<file path="src/rtl/lkv_pkg.sv">
// Shared types and constants for the LRU key/value cache.
// Used by lkv_ctrl, lkv_datapath and lru_key_value_cache; no dependencies.
`default_nettype none

package lkv_pkg;

  // Field widths
  localparam int unsigned KEY_W = 32;
  localparam int unsigned VAL_W = 31;
  localparam int unsigned CAP_W = 5;

  // Configuration port
  localparam int unsigned APB_AW = 3;
  localparam int unsigned APB_DW = 32;
  localparam logic        REG_CAPACITY = 1'b0;   // word index of the capacity register
  localparam logic [CAP_W-1:0] CAP_RESET = 5'd16;

  // Operation codes
  typedef enum logic {
    OP_GET = 1'b0,
    OP_PUT = 1'b1
  } op_e;

  // Kind of table update done in the update cycle
  typedef enum logic [1:0] {
    UPD_NONE  = 2'd0,
    UPD_TOUCH = 2'd1,
    UPD_FILL  = 2'd2,
    UPD_EVICT = 2'd3
  } upd_e;

  // Controller states
  typedef enum logic [1:0] {
    S_IDLE    = 2'd0,
    S_COMPARE = 2'd1,
    S_UPDATE  = 2'd2,
    S_RESPOND = 2'd3
  } state_e;

  // Controller to datapath commands
  typedef struct packed {
    logic load;      // latch the input beat
    logic capture;   // register the key match vector
    logic update;    // update cycle: table write and value read
    upd_e upd_op;
    logic respond;   // result beat on the ports
  } lkv_cmd_t;

  // Datapath to controller status
  typedef struct packed {
    logic hit;
    logic is_put;
    logic has_room;
  } lkv_status_t;

endpackage

`default_nettype wire

</file>
<file path="src/rtl/lru_key_value_cache.sv">
// LRU key/value cache: 1 to ENTRIES entries, get/put commands, capacity register.
// The result strobe done_o is high in the respond step, after the compare and update steps.
// A new beat is taken once the previous one reaches respond; compare, update and respond run in turn.
// The receiver cannot stall; each result beat is on the ports for one cycle only.
// Reset clears all entries (valid bits, ranks, fill count) at once and sets capacity to 16.
// Depends on lkv_pkg, lkv_ctrl, lkv_datapath and lkv_ram.
`default_nettype none

module lru_key_value_cache #(
  parameter int unsigned ENTRIES = 16
) (
  input  wire logic                         clk_i,
  input  wire logic                         rst_ni,
  // Command channel
  input  wire logic                         start,
  output logic                              busy,
  input  wire logic                         command_i,
  input  wire logic [lkv_pkg::KEY_W-1:0]    key_i,
  input  wire logic [lkv_pkg::VAL_W-1:0]    value_i,
  // Result channel
  output logic                              done_o,
  output logic                              found_o,
  output logic      [lkv_pkg::VAL_W-1:0]    read_value_o,
  // Configuration port
  input  wire logic                         psel,
  input  wire logic                         penable,
  input  wire logic                         pwrite,
  input  wire logic [lkv_pkg::APB_AW-1:0]   paddr,
  input  wire logic [lkv_pkg::APB_DW-1:0]   pwdata,
  output logic      [lkv_pkg::APB_DW-1:0]   prdata,
  output logic                              pready
);

  import lkv_pkg::*;

  logic [CAP_W-1:0] cap_q;
  logic             cfg_wr;
  lkv_cmd_t         cmd;
  lkv_status_t      status;

  // Capacity register
  assign pready = 1'b1;
  assign cfg_wr = psel && penable && pwrite && pready;

  always_ff @(posedge clk_i or negedge rst_ni) begin
    if (!rst_ni) begin
      cap_q <= CAP_RESET;
    end else if (cfg_wr && (paddr[2] == REG_CAPACITY)) begin
      cap_q <= pwdata[CAP_W-1:0];
    end
  end

  assign prdata = (paddr[2] == REG_CAPACITY) ? {{(APB_DW-CAP_W){1'b0}}, cap_q} : '0;

  lkv_ctrl u_ctrl (
    .clk_i    (clk_i),
    .rst_ni   (rst_ni),
    .start    (start),
    .busy     (busy),
    .done_o   (done_o),
    .status_i (status),
    .cmd_o    (cmd)
  );

  lkv_datapath #(
    .ENTRIES (ENTRIES)
  ) u_datapath (
    .clk_i        (clk_i),
    .rst_ni       (rst_ni),
    .cmd_i        (cmd),
    .status_o     (status),
    .command_i    (command_i),
    .key_i        (key_i),
    .value_i      (value_i),
    .cap_i        (cap_q),
    .found_o      (found_o),
    .read_value_o (read_value_o)
  );

  // A capacity write lands in the register
  assert property (@(posedge clk_i) disable iff (!rst_ni)
                   (cfg_wr && (paddr[2] == REG_CAPACITY)) |=> cap_q == $past(pwdata[CAP_W-1:0]))
    else $error("capacity write lost");

endmodule

`default_nettype wire

</file>
<file path="src/rtl/lkv_ram.sv">
// Generic single-port RAM with registered read data.
// No dependencies.
`default_nettype none

module lkv_ram #(
  parameter int unsigned WIDTH = 31,
  parameter int unsigned DEPTH = 16
) (
  input  wire logic                     clk_i,
  input  wire logic                     we_i,
  input  wire logic                     re_i,
  input  wire logic [$clog2(DEPTH)-1:0] addr_i,
  input  wire logic [WIDTH-1:0]         wdata_i,
  output logic      [WIDTH-1:0]         rdata_o
);

  logic [WIDTH-1:0] mem_q [DEPTH];
  logic [WIDTH-1:0] rdata_q;

  // Write port and registered read
  always_ff @(posedge clk_i) begin
    if (we_i) begin
      mem_q[addr_i] <= wdata_i;
    end
    if (re_i) begin
      rdata_q <= mem_q[addr_i];
    end
  end

  assign rdata_o = rdata_q;

endmodule

`default_nettype wire

</file>
<file path="src/rtl/lkv_ctrl.sv">
// Sequencing state machine of the LRU cache: compare, update, respond.
// Depends on lkv_pkg.
`default_nettype none

module lkv_ctrl (
  input  wire logic                 clk_i,
  input  wire logic                 rst_ni,
  input  wire logic                 start,
  output logic                      busy,
  output logic                      done_o,
  input  wire lkv_pkg::lkv_status_t status_i,
  output lkv_pkg::lkv_cmd_t         cmd_o
);

  import lkv_pkg::*;

  state_e state_q, state_d;
  logic   accept;

  // State register
  always_ff @(posedge clk_i or negedge rst_ni) begin
    if (!rst_ni) begin
      state_q <= S_IDLE;
    end else begin
      state_q <= state_d;
    end
  end

  // A new beat may enter while the previous result is on the ports
  assign busy   = (state_q == S_COMPARE) || (state_q == S_UPDATE);
  assign accept = start && !busy;

  // Next state and commands
  always_comb begin
    state_d        = state_q;
    cmd_o          = '0;
    cmd_o.upd_op   = UPD_NONE;
    cmd_o.load     = accept;
    case (state_q)
      S_IDLE: begin
        if (accept) state_d = S_COMPARE;
      end
      S_COMPARE: begin
        cmd_o.capture = 1'b1;
        state_d       = S_UPDATE;
      end
      S_UPDATE: begin
        cmd_o.update = 1'b1;
        if (status_i.hit) begin
          cmd_o.upd_op = UPD_TOUCH;
        end else if (status_i.is_put) begin
          cmd_o.upd_op = status_i.has_room ? UPD_FILL : UPD_EVICT;
        end
        state_d = S_RESPOND;
      end
      S_RESPOND: begin
        cmd_o.respond = 1'b1;
        state_d       = accept ? S_COMPARE : S_IDLE;
      end
      default: begin
        state_d = S_IDLE;
      end
    endcase
  end

  assign done_o = cmd_o.respond;

  // Every accepted beat gets its result strobe in the respond state after its compare and update states
  assert property (@(posedge clk_i) disable iff (!rst_ni) accept |=> ##2 done_o)
    else $error("result strobe missing after accepted beat");

endmodule

`default_nettype wire

</file>
<file path="src/rtl/lkv_datapath.sv">
// Datapath of the LRU cache: key CAM, valid bits, recency ranks, value RAM.
// Depends on lkv_pkg and lkv_ram.
`default_nettype none

module lkv_datapath #(
  parameter int unsigned ENTRIES = 16
) (
  input  wire logic                        clk_i,
  input  wire logic                        rst_ni,
  input  wire lkv_pkg::lkv_cmd_t           cmd_i,
  output lkv_pkg::lkv_status_t             status_o,
  input  wire logic                        command_i,
  input  wire logic [lkv_pkg::KEY_W-1:0]   key_i,
  input  wire logic [lkv_pkg::VAL_W-1:0]   value_i,
  input  wire logic [lkv_pkg::CAP_W-1:0]   cap_i,
  output logic                             found_o,
  output logic      [lkv_pkg::VAL_W-1:0]   read_value_o
);

  import lkv_pkg::*;

  localparam int unsigned IW = $clog2(ENTRIES);
  localparam int unsigned RW = $clog2(ENTRIES);
  localparam int unsigned UW = $clog2(ENTRIES + 1);

  // Input beat
  logic             cmd_q;
  logic [KEY_W-1:0] key_q;
  logic [VAL_W-1:0] val_q;

  // Table state
  logic [KEY_W-1:0]   keys_q [ENTRIES];
  logic [RW-1:0]      rank_q [ENTRIES];
  logic [ENTRIES-1:0] valid_q;
  logic [UW-1:0]      used_q;
  logic [ENTRIES-1:0] match_q;

  // Result flags
  logic found_q, rd_sel_q;

  logic [ENTRIES-1:0] match_d, free_oh, lru_oh, tgt_oh;
  logic [RW-1:0]      tgt_rank;
  logic [IW-1:0]      tgt_idx;
  logic [UW-1:0]      cap_eff;
  logic [VAL_W-1:0]   rdata;
  logic               ram_we, ram_re;

  // Input latch
  always_ff @(posedge clk_i) begin
    if (cmd_i.load) begin
      cmd_q <= command_i;
      key_q <= key_i;
      val_q <= value_i;
    end
  end

  // Parallel key compare
  always_comb begin
    for (int i = 0; i < ENTRIES; i++) begin
      match_d[i] = valid_q[i] && (keys_q[i] == key_q);
    end
  end

  always_ff @(posedge clk_i or negedge rst_ni) begin
    if (!rst_ni) begin
      match_q <= '0;
    end else if (cmd_i.capture) begin
      match_q <= match_d;
    end
  end

  // Capacity clamped to 1..ENTRIES
  always_comb begin
    if (cap_i == '0) begin
      cap_eff = UW'(1);
    end else if (int'(cap_i) > int'(ENTRIES)) begin
      cap_eff = UW'(ENTRIES);
    end else begin
      cap_eff = UW'(cap_i);
    end
  end

  assign status_o.hit      = |match_q;
  assign status_o.is_put   = (cmd_q == OP_PUT);
  assign status_o.has_room = used_q < cap_eff;

  // Lowest free entry and least recent valid entry, both one-hot
  assign free_oh = ~valid_q & (valid_q + ENTRIES'(1));

  always_comb begin
    for (int i = 0; i < ENTRIES; i++) begin
      lru_oh[i] = valid_q[i] && (UW'(rank_q[i]) == (used_q - UW'(1)));
    end
  end

  // Target entry of the update
  always_comb begin
    case (cmd_i.upd_op)
      UPD_TOUCH: tgt_oh = match_q;
      UPD_FILL:  tgt_oh = free_oh;
      UPD_EVICT: tgt_oh = lru_oh;
      default:   tgt_oh = '0;
    endcase
  end

  always_comb begin
    tgt_rank = '0;
    tgt_idx  = '0;
    for (int i = 0; i < ENTRIES; i++) begin
      if (tgt_oh[i]) begin
        tgt_rank = tgt_rank | rank_q[i];
        tgt_idx  = tgt_idx | IW'(i);
      end
    end
  end

  // Rank, valid and fill count update
  always_ff @(posedge clk_i or negedge rst_ni) begin
    if (!rst_ni) begin
      valid_q <= '0;
      used_q  <= '0;
      for (int i = 0; i < ENTRIES; i++) begin
        rank_q[i] <= '0;
      end
    end else if (cmd_i.update && (cmd_i.upd_op != UPD_NONE)) begin
      for (int i = 0; i < ENTRIES; i++) begin
        if (tgt_oh[i]) begin
          rank_q[i] <= '0;
        end else if (valid_q[i] &&
                     ((cmd_i.upd_op == UPD_FILL) || (rank_q[i] < tgt_rank))) begin
          rank_q[i] <= rank_q[i] + RW'(1);
        end
      end
      if (cmd_i.upd_op == UPD_FILL) begin
        valid_q <= valid_q | free_oh;
        used_q  <= used_q + UW'(1);
      end
    end
  end

  // Key store, written on fill and eviction
  always_ff @(posedge clk_i) begin
    for (int i = 0; i < ENTRIES; i++) begin
      if (cmd_i.update && tgt_oh[i] &&
          ((cmd_i.upd_op == UPD_FILL) || (cmd_i.upd_op == UPD_EVICT))) begin
        keys_q[i] <= key_q;
      end
    end
  end

  // Value store: put writes, get hit reads
  assign ram_we = cmd_i.update && (cmd_q == OP_PUT) && (cmd_i.upd_op != UPD_NONE);
  assign ram_re = cmd_i.update && (cmd_q == OP_GET) && (cmd_i.upd_op == UPD_TOUCH);

  lkv_ram #(
    .WIDTH (VAL_W),
    .DEPTH (ENTRIES)
  ) u_val_ram (
    .clk_i   (clk_i),
    .we_i    (ram_we),
    .re_i    (ram_re),
    .addr_i  (tgt_idx),
    .wdata_i (val_q),
    .rdata_o (rdata)
  );

  // Result flags for the respond cycle
  always_ff @(posedge clk_i or negedge rst_ni) begin
    if (!rst_ni) begin
      found_q  <= 1'b0;
      rd_sel_q <= 1'b0;
    end else if (cmd_i.update) begin
      found_q  <= status_o.hit;
      rd_sel_q <= ram_re;
    end
  end

  assign found_o      = found_q;
  assign read_value_o = rd_sel_q ? rdata : '0;

  // Fill count tracks the valid entries
  assert property (@(posedge clk_i) disable iff (!rst_ni)
                   $countones(valid_q) == int'(used_q))
    else $error("fill count disagrees with valid entries");

  // Keys stay unique, so at most one entry matches
  assert property (@(posedge clk_i) disable iff (!rst_ni) $onehot0(match_q))
    else $error("key present in more than one entry");

  // An eviction always finds its least recent entry
  assert property (@(posedge clk_i) disable iff (!rst_ni)
                   (cmd_i.update && (cmd_i.upd_op == UPD_EVICT)) |-> $onehot(lru_oh))
    else $error("no unique least recent entry on eviction");

endmodule

`default_nettype wire
</file>
<file path="config.mk">
export PLATFORM = sky130hd
export DESIGN_NAME = lru_key_value_cache
export DESIGN_NICKNAME = d
export VERILOG_FILES = /design/src/rtl/lkv_pkg.sv /design/src/rtl/lru_key_value_cache.sv /design/src/rtl/lkv_ram.sv /design/src/rtl/lkv_ctrl.sv /design/src/rtl/lkv_datapath.sv
export SDC_FILE = /design/constraint.sdc
export NUM_CORES = 2
export LEC_CHECK = 0
export ABC_AREA = 1
export BUFFER_PORTS_ARGS = -buffer_cell sky130_fd_sc_hd__buf_2
export CORE_MARGIN = 5
export CORE_UTILIZATION = 40
export CTS_CLUSTER_DIAMETER = 40
export CTS_CLUSTER_SIZE = 16
export DETAILED_ROUTE_END_ITERATION = 6
export GPL_TIMING_DRIVEN = 0
export PLACE_DENSITY = 0.57
export SKIP_CTS_REPAIR_TIMING = 1
export SLEW_MARGIN = 20
export SYNTH_ARGS = -nofsm -noshare
export SYNTH_HDL_FRONTEND = slang
export SYNTH_SLANG_ARGS = --single-unit
</file>
<file path="constraint.sdc">
create_clock -name clk_i -period 5.8 [get_ports clk_i]
set_input_delay 0.87 -clock clk_i [delete_from_list [all_inputs] [get_ports clk_i]]
set_output_delay 0.87 -clock clk_i [all_outputs]
set_load 0.01 [all_outputs]
</file>
==> impl.org <==
** Clock tree
- CTS built an H-tree with a depth of 4.
- Clock tree from TritonCTS :: yes
- Clock buffers created by TritonCTS :: 168
- Maximum clock insertion buffer count :: 3
- The root buffer cell chosen for the clock tree is clkbuf_16.
- Clock transition at path regs :: about 0.05 ns
- The clock reaches the later pin of the worst-skew pair after between 0.8 and 0.9 ns.
- For this design, the sink count on the clock tree is 1213.

** Timing
- Final-layout worst hold slack :: around 0.023 ns
- Final min period :: 5.619 ns
- Slew Limit Headroom :: 24.16%
- Sum of negative setup slack :: 0 ns
- Final Hold Fails :: 0
- Clock skew on the completed layout was measured at 0.05736 ns.
- Final setup vio count :: 0
- Slew @ Worst Pin :: 1.127 ns
- Peak clock frequency supported by timing :: 178.0 MHz
- Max Slew Vio Count :: 0
- The final critical path takes up 96.88% of the cycle.

** Die
- The die is 371.1 µm wide.
- Floorplan core area :: about 0.13 mm²
- Starting Density :: 40.28%
- The die covers between 0.1 and 0.15 mm².
- The initialized floorplan defines approximately 130 standard-cell rows.
- around 170 I/O pins were placed.
- DIE HEIGHT :: 371.1 µm

** Drt
- Dividing the detail-routed wire length by the instance count gives 24.67 µm.
- Using the TritonRoute via totals, the vias-per-cell ratio works out to 5.490.
- Drt drc :: 0
- Summing over every cut layer, the via total after detailed routing is 35580.
- The first detailed-routing pass ran for 6 iterations.
- Summed over all layers, the routed wires come to 159.9 mm.
- The detail route stage leaves a number of antenna-violating nets equal to 0.
- After the first detailed-routing iteration, the DRC count stood at 4044.

** Logic synthesis
- Among all flip-flop cells after synthesis, the most frequent one is edfxtp_1.
- Count of state elements after synthesis :: 1213
- The number of different library cells used by synthesis comes to 52.
- Area of the mapped netlist :: 0.05216 mm²
- In the synthesized netlist the async set-or-reset flop fraction comes to 9.068%.
- The Yosys step of the flow raised 0 warnings.
- Share of synthesized area occupied by flip-flops and latches :: between 60% and 70%
- Number of synthesized flops with an enable pin :: 1103
- The cell count after synthesis came out at 4225.
- Averaged over all synthesized cells, the footprint is 12.34 µm².

** Cells and area
- The finished layout holds 6481 standard cells, fillers aside.
- The library cells used most frequently in the layout, excluding fill and tap cells, are edfxtp_1 (1103), nand2_1 (919), nand3_1 (255).
- Post-layout nets :: 4778
- Share of cells above drive strength 1 :: 13.65%
- Most common library cell in the layout ignoring fill and taps :: edfxtp_1
- From synthesis to final layout, the design area changed by 19.54%.
- Fill cells in the final layout number 11400.
- Inserted Diodes :: 0

** Critical path
- The critical path is of the reg -> reg type.
- STA classifies the critical path endpoint as a register.
- Cell occurring most often along the worst timing path :: nand2_1
- The slowest stage of the critical path is the nor4b_4 cell.
- STA puts the critical path data arrival time at 6.29 ns.
- Kind of launch point of the worst setup path :: register
- Largest stage delay on the critical path :: 0.63 ns
- In this run the critical register-to-register path is captured at u_datapath.rank_q[50].
- For the worst flop-to-flop path, the logic depth is 25.
- The startpoint identified for the worst register-to-register timing path is u_datapath.used_q[0].
- Max FO, Critical Path :: 10
- Slack of the worst reg-to-reg path :: 0.18 ns
- Largest delay contributor family on the critical path :: simple AND/OR/NAND/NOR gates
- At the worst endpoint, the required time is 6.47 ns.
- The critical path contains buffers and inverters numbering 6 combined.

** Place
- Number of placed instances with taps included :: 6163
- The congestion estimate from routability-driven global placement came to around 0.9.
- The HPWL after detailed placement is around 110 mm.
- The count of buffers added on input and output ports is 114.

** Worst hold path
- Tightest Hold Check Type :: in -> async

** Pwr
- Total power per unit cell area :: 448.1 mW/mm²
- Maximum ir drop on the vdd rail :: 339.1 µV
- For this design the static power due to leakage is 23.08 nW.

** GRT
- The number of antenna violations at the first check in global routing was 1.
- Global routing used 22.90% of the available tracks across all layers.
- Summed over all layers, the global routing overflow is 0.
- The number of global-route vias before repair was 33640.
- Global-route wire length before repair :: 230.8 mm
- Entering global routing, the biggest net connects 57 pins.

** Flow run
- Max Cap Violations :: 0

** Status
- Result of the run :: complete, no violations
## sequential cells by signal (all words and copies together), names as in the netlist, 2 cells and up
register                      count
u_datapath.keys_q               512
u_datapath.used_q                 5
cap_q                             5
u_datapath.u_val_ram.mem_q      496
u_datapath.match_q               16
u_datapath.valid_q               16
u_datapath.u_val_ram.rdata_o     31
u_datapath.key_q                 32
u_ctrl.state_q                    2
u_datapath.rank_q                64
u_datapath.val_q                 31
## worst max path at each step
| stage | from | endpoint | slack, ns | cells past startpoint |
|---|---|---|---|---|
| CTS | u_datapath.used_q[0] | u_datapath.u_val_ram.mem_q[9][10] | 0.14 | 23 |
| global route | u_datapath.used_q[0] | u_datapath.u_val_ram.mem_q[6][19] | -0.006 | 22 |
| finish | u_datapath.used_q[0] | u_datapath.rank_q[50] | 0.18 | 25 |
| global placement | u_datapath.used_q[0] | u_datapath.rank_q[62] | -4.10 | 27 |
| floorplan | cap_q[4] | u_datapath.rank_q[62] | 0.07 | 27 |
| detailed placement | u_datapath.used_q[0] | u_datapath.u_val_ram.mem_q[9][9] | 0.16 | 23 |
## synthesized netlist by cell type (13+ instances only)
library cell | n | area, µm²
edfxtp_1 | 1103 | 33120
nand2_1 | 929 | 3487
nand3_1 | 255 | 1276
nor2_1 | 242 | 908.4
inv_1 | 194 | 728.2
xor2_1 | 191 | 1673
nand4_1 | 165 | 1032
o21ai_0 | 149 | 745.7
a22oi_1 | 124 | 930.9
dfrtp_1 | 109 | 2728
xnor2_1 | 103 | 902.1
clkbuf_1 | 97 | 364.1
ha_1 | 75 | 938.4
a21oi_1 | 74 | 370.4
a211oi_1 | 71 | 533.0
buf_4 | 45 | 337.8
buf_2 | 40 | 200.2
nor4_1 | 34 | 212.7
o22ai_1 | 33 | 206.5
nand2_2 | 17 | 106.4
nor3_1 | 15 | 75.07
o2111ai_1 | 14 | 122.6
a221oi_1 | 13 | 113.9
inv_2 | 13 | 48.80
o41ai_1 | 13 | 113.9
## logic make-up (layout without fill, tap and decap cells)
family / count (synthesis) / count (layout) / share of synthesized area (%)
compound gates: 537 / 537 / 6.703
xor+xnor: 294 / 294 / 4.937
fa+ha+maj: 75 / 75 / 1.799
buf+inv: 413 / 901 / 3.507
flops: 1213 / 1213 / 68.79
other cells: 2 / 28 / 0.01440
simple gates: 1691 / 1691 / 14.25
## power by group
part / switching, mW / total (mW) / internal (mW)
clock network: 4.20 / 10.4 / 6.22
logic: 4.20 / 5.96 / 1.76
registers: 0.841 / 11.6 / 10.7
## cell type report
cell class	instances	area (µm²)	area share (%)
Multi-Input combinational cell	2625	14820	23.77
Clock buffer	190	4359	6.992
Sequential cell	1213	35880	57.54
Clock inverter	121	1410	2.262
Timing Repair Buffer	177	1877	3.010
Buffer	199	1026	1.646
Inverter	214	803.3	1.288
Tap cell	1742	2180	3.496
## worst register-to-register path: stages, from the launching register on
cell	delay (ns)
dfrtp_1	0.42
inv_2	0.27
buf_2	0.38
ha_1	0.27
nand2_1	0.10
nand2_2	0.22
buf_6	0.23
xor2_1	0.16
inv_1	0.05
nand3_1	0.16
nor2_1	0.08
nand3_2	0.09
nand3_2	0.20
nand2_1	0.17
o211ai_1	0.12
a221oi_1	0.57
nor4b_4	0.63
buf_6	0.22
buf_2	0.17
ha_1	0.26
a21oi_1	0.15
o21ai_0	0.11
nand2_1	0.15
nand2_1	0.15
nand3_1	0.10
nand2_1	0.06
## routing by layer
| metal | share of wire (%) | track usage [%] | vias to the layer above |
|---|---|---|---|
| met1 | 43 | 32.72 | 17600 |
| met2 | 46 | 35.66 | 1636 |
| met5 | 0 | 0 | - |
| met4 | 2.9 | 6.837 | 0 |
| met3 | 8.7 | 4.523 | 290 |
| li1 | - | - | 16050 |
## through the flow
step / worst slack, ns / util [%] / instance area, µm² / total power [mW]
floorplan: 0.07047 / - / 52250 / 14.95
global placement: -4.098 / 42.48 / 55000 / 17.41
detailed placement: 0.1586 / 43.60 / 56450 / 17.63
CTS: 0.1440 / 48.05 / 62220 / 28.03
global route: -0.006473 / 48.15 / 62350 / 29.04
finish: 0.1810 / 48.15 / 62350 / 27.94
No activity file was read; power rests on OpenSTA's default activity.
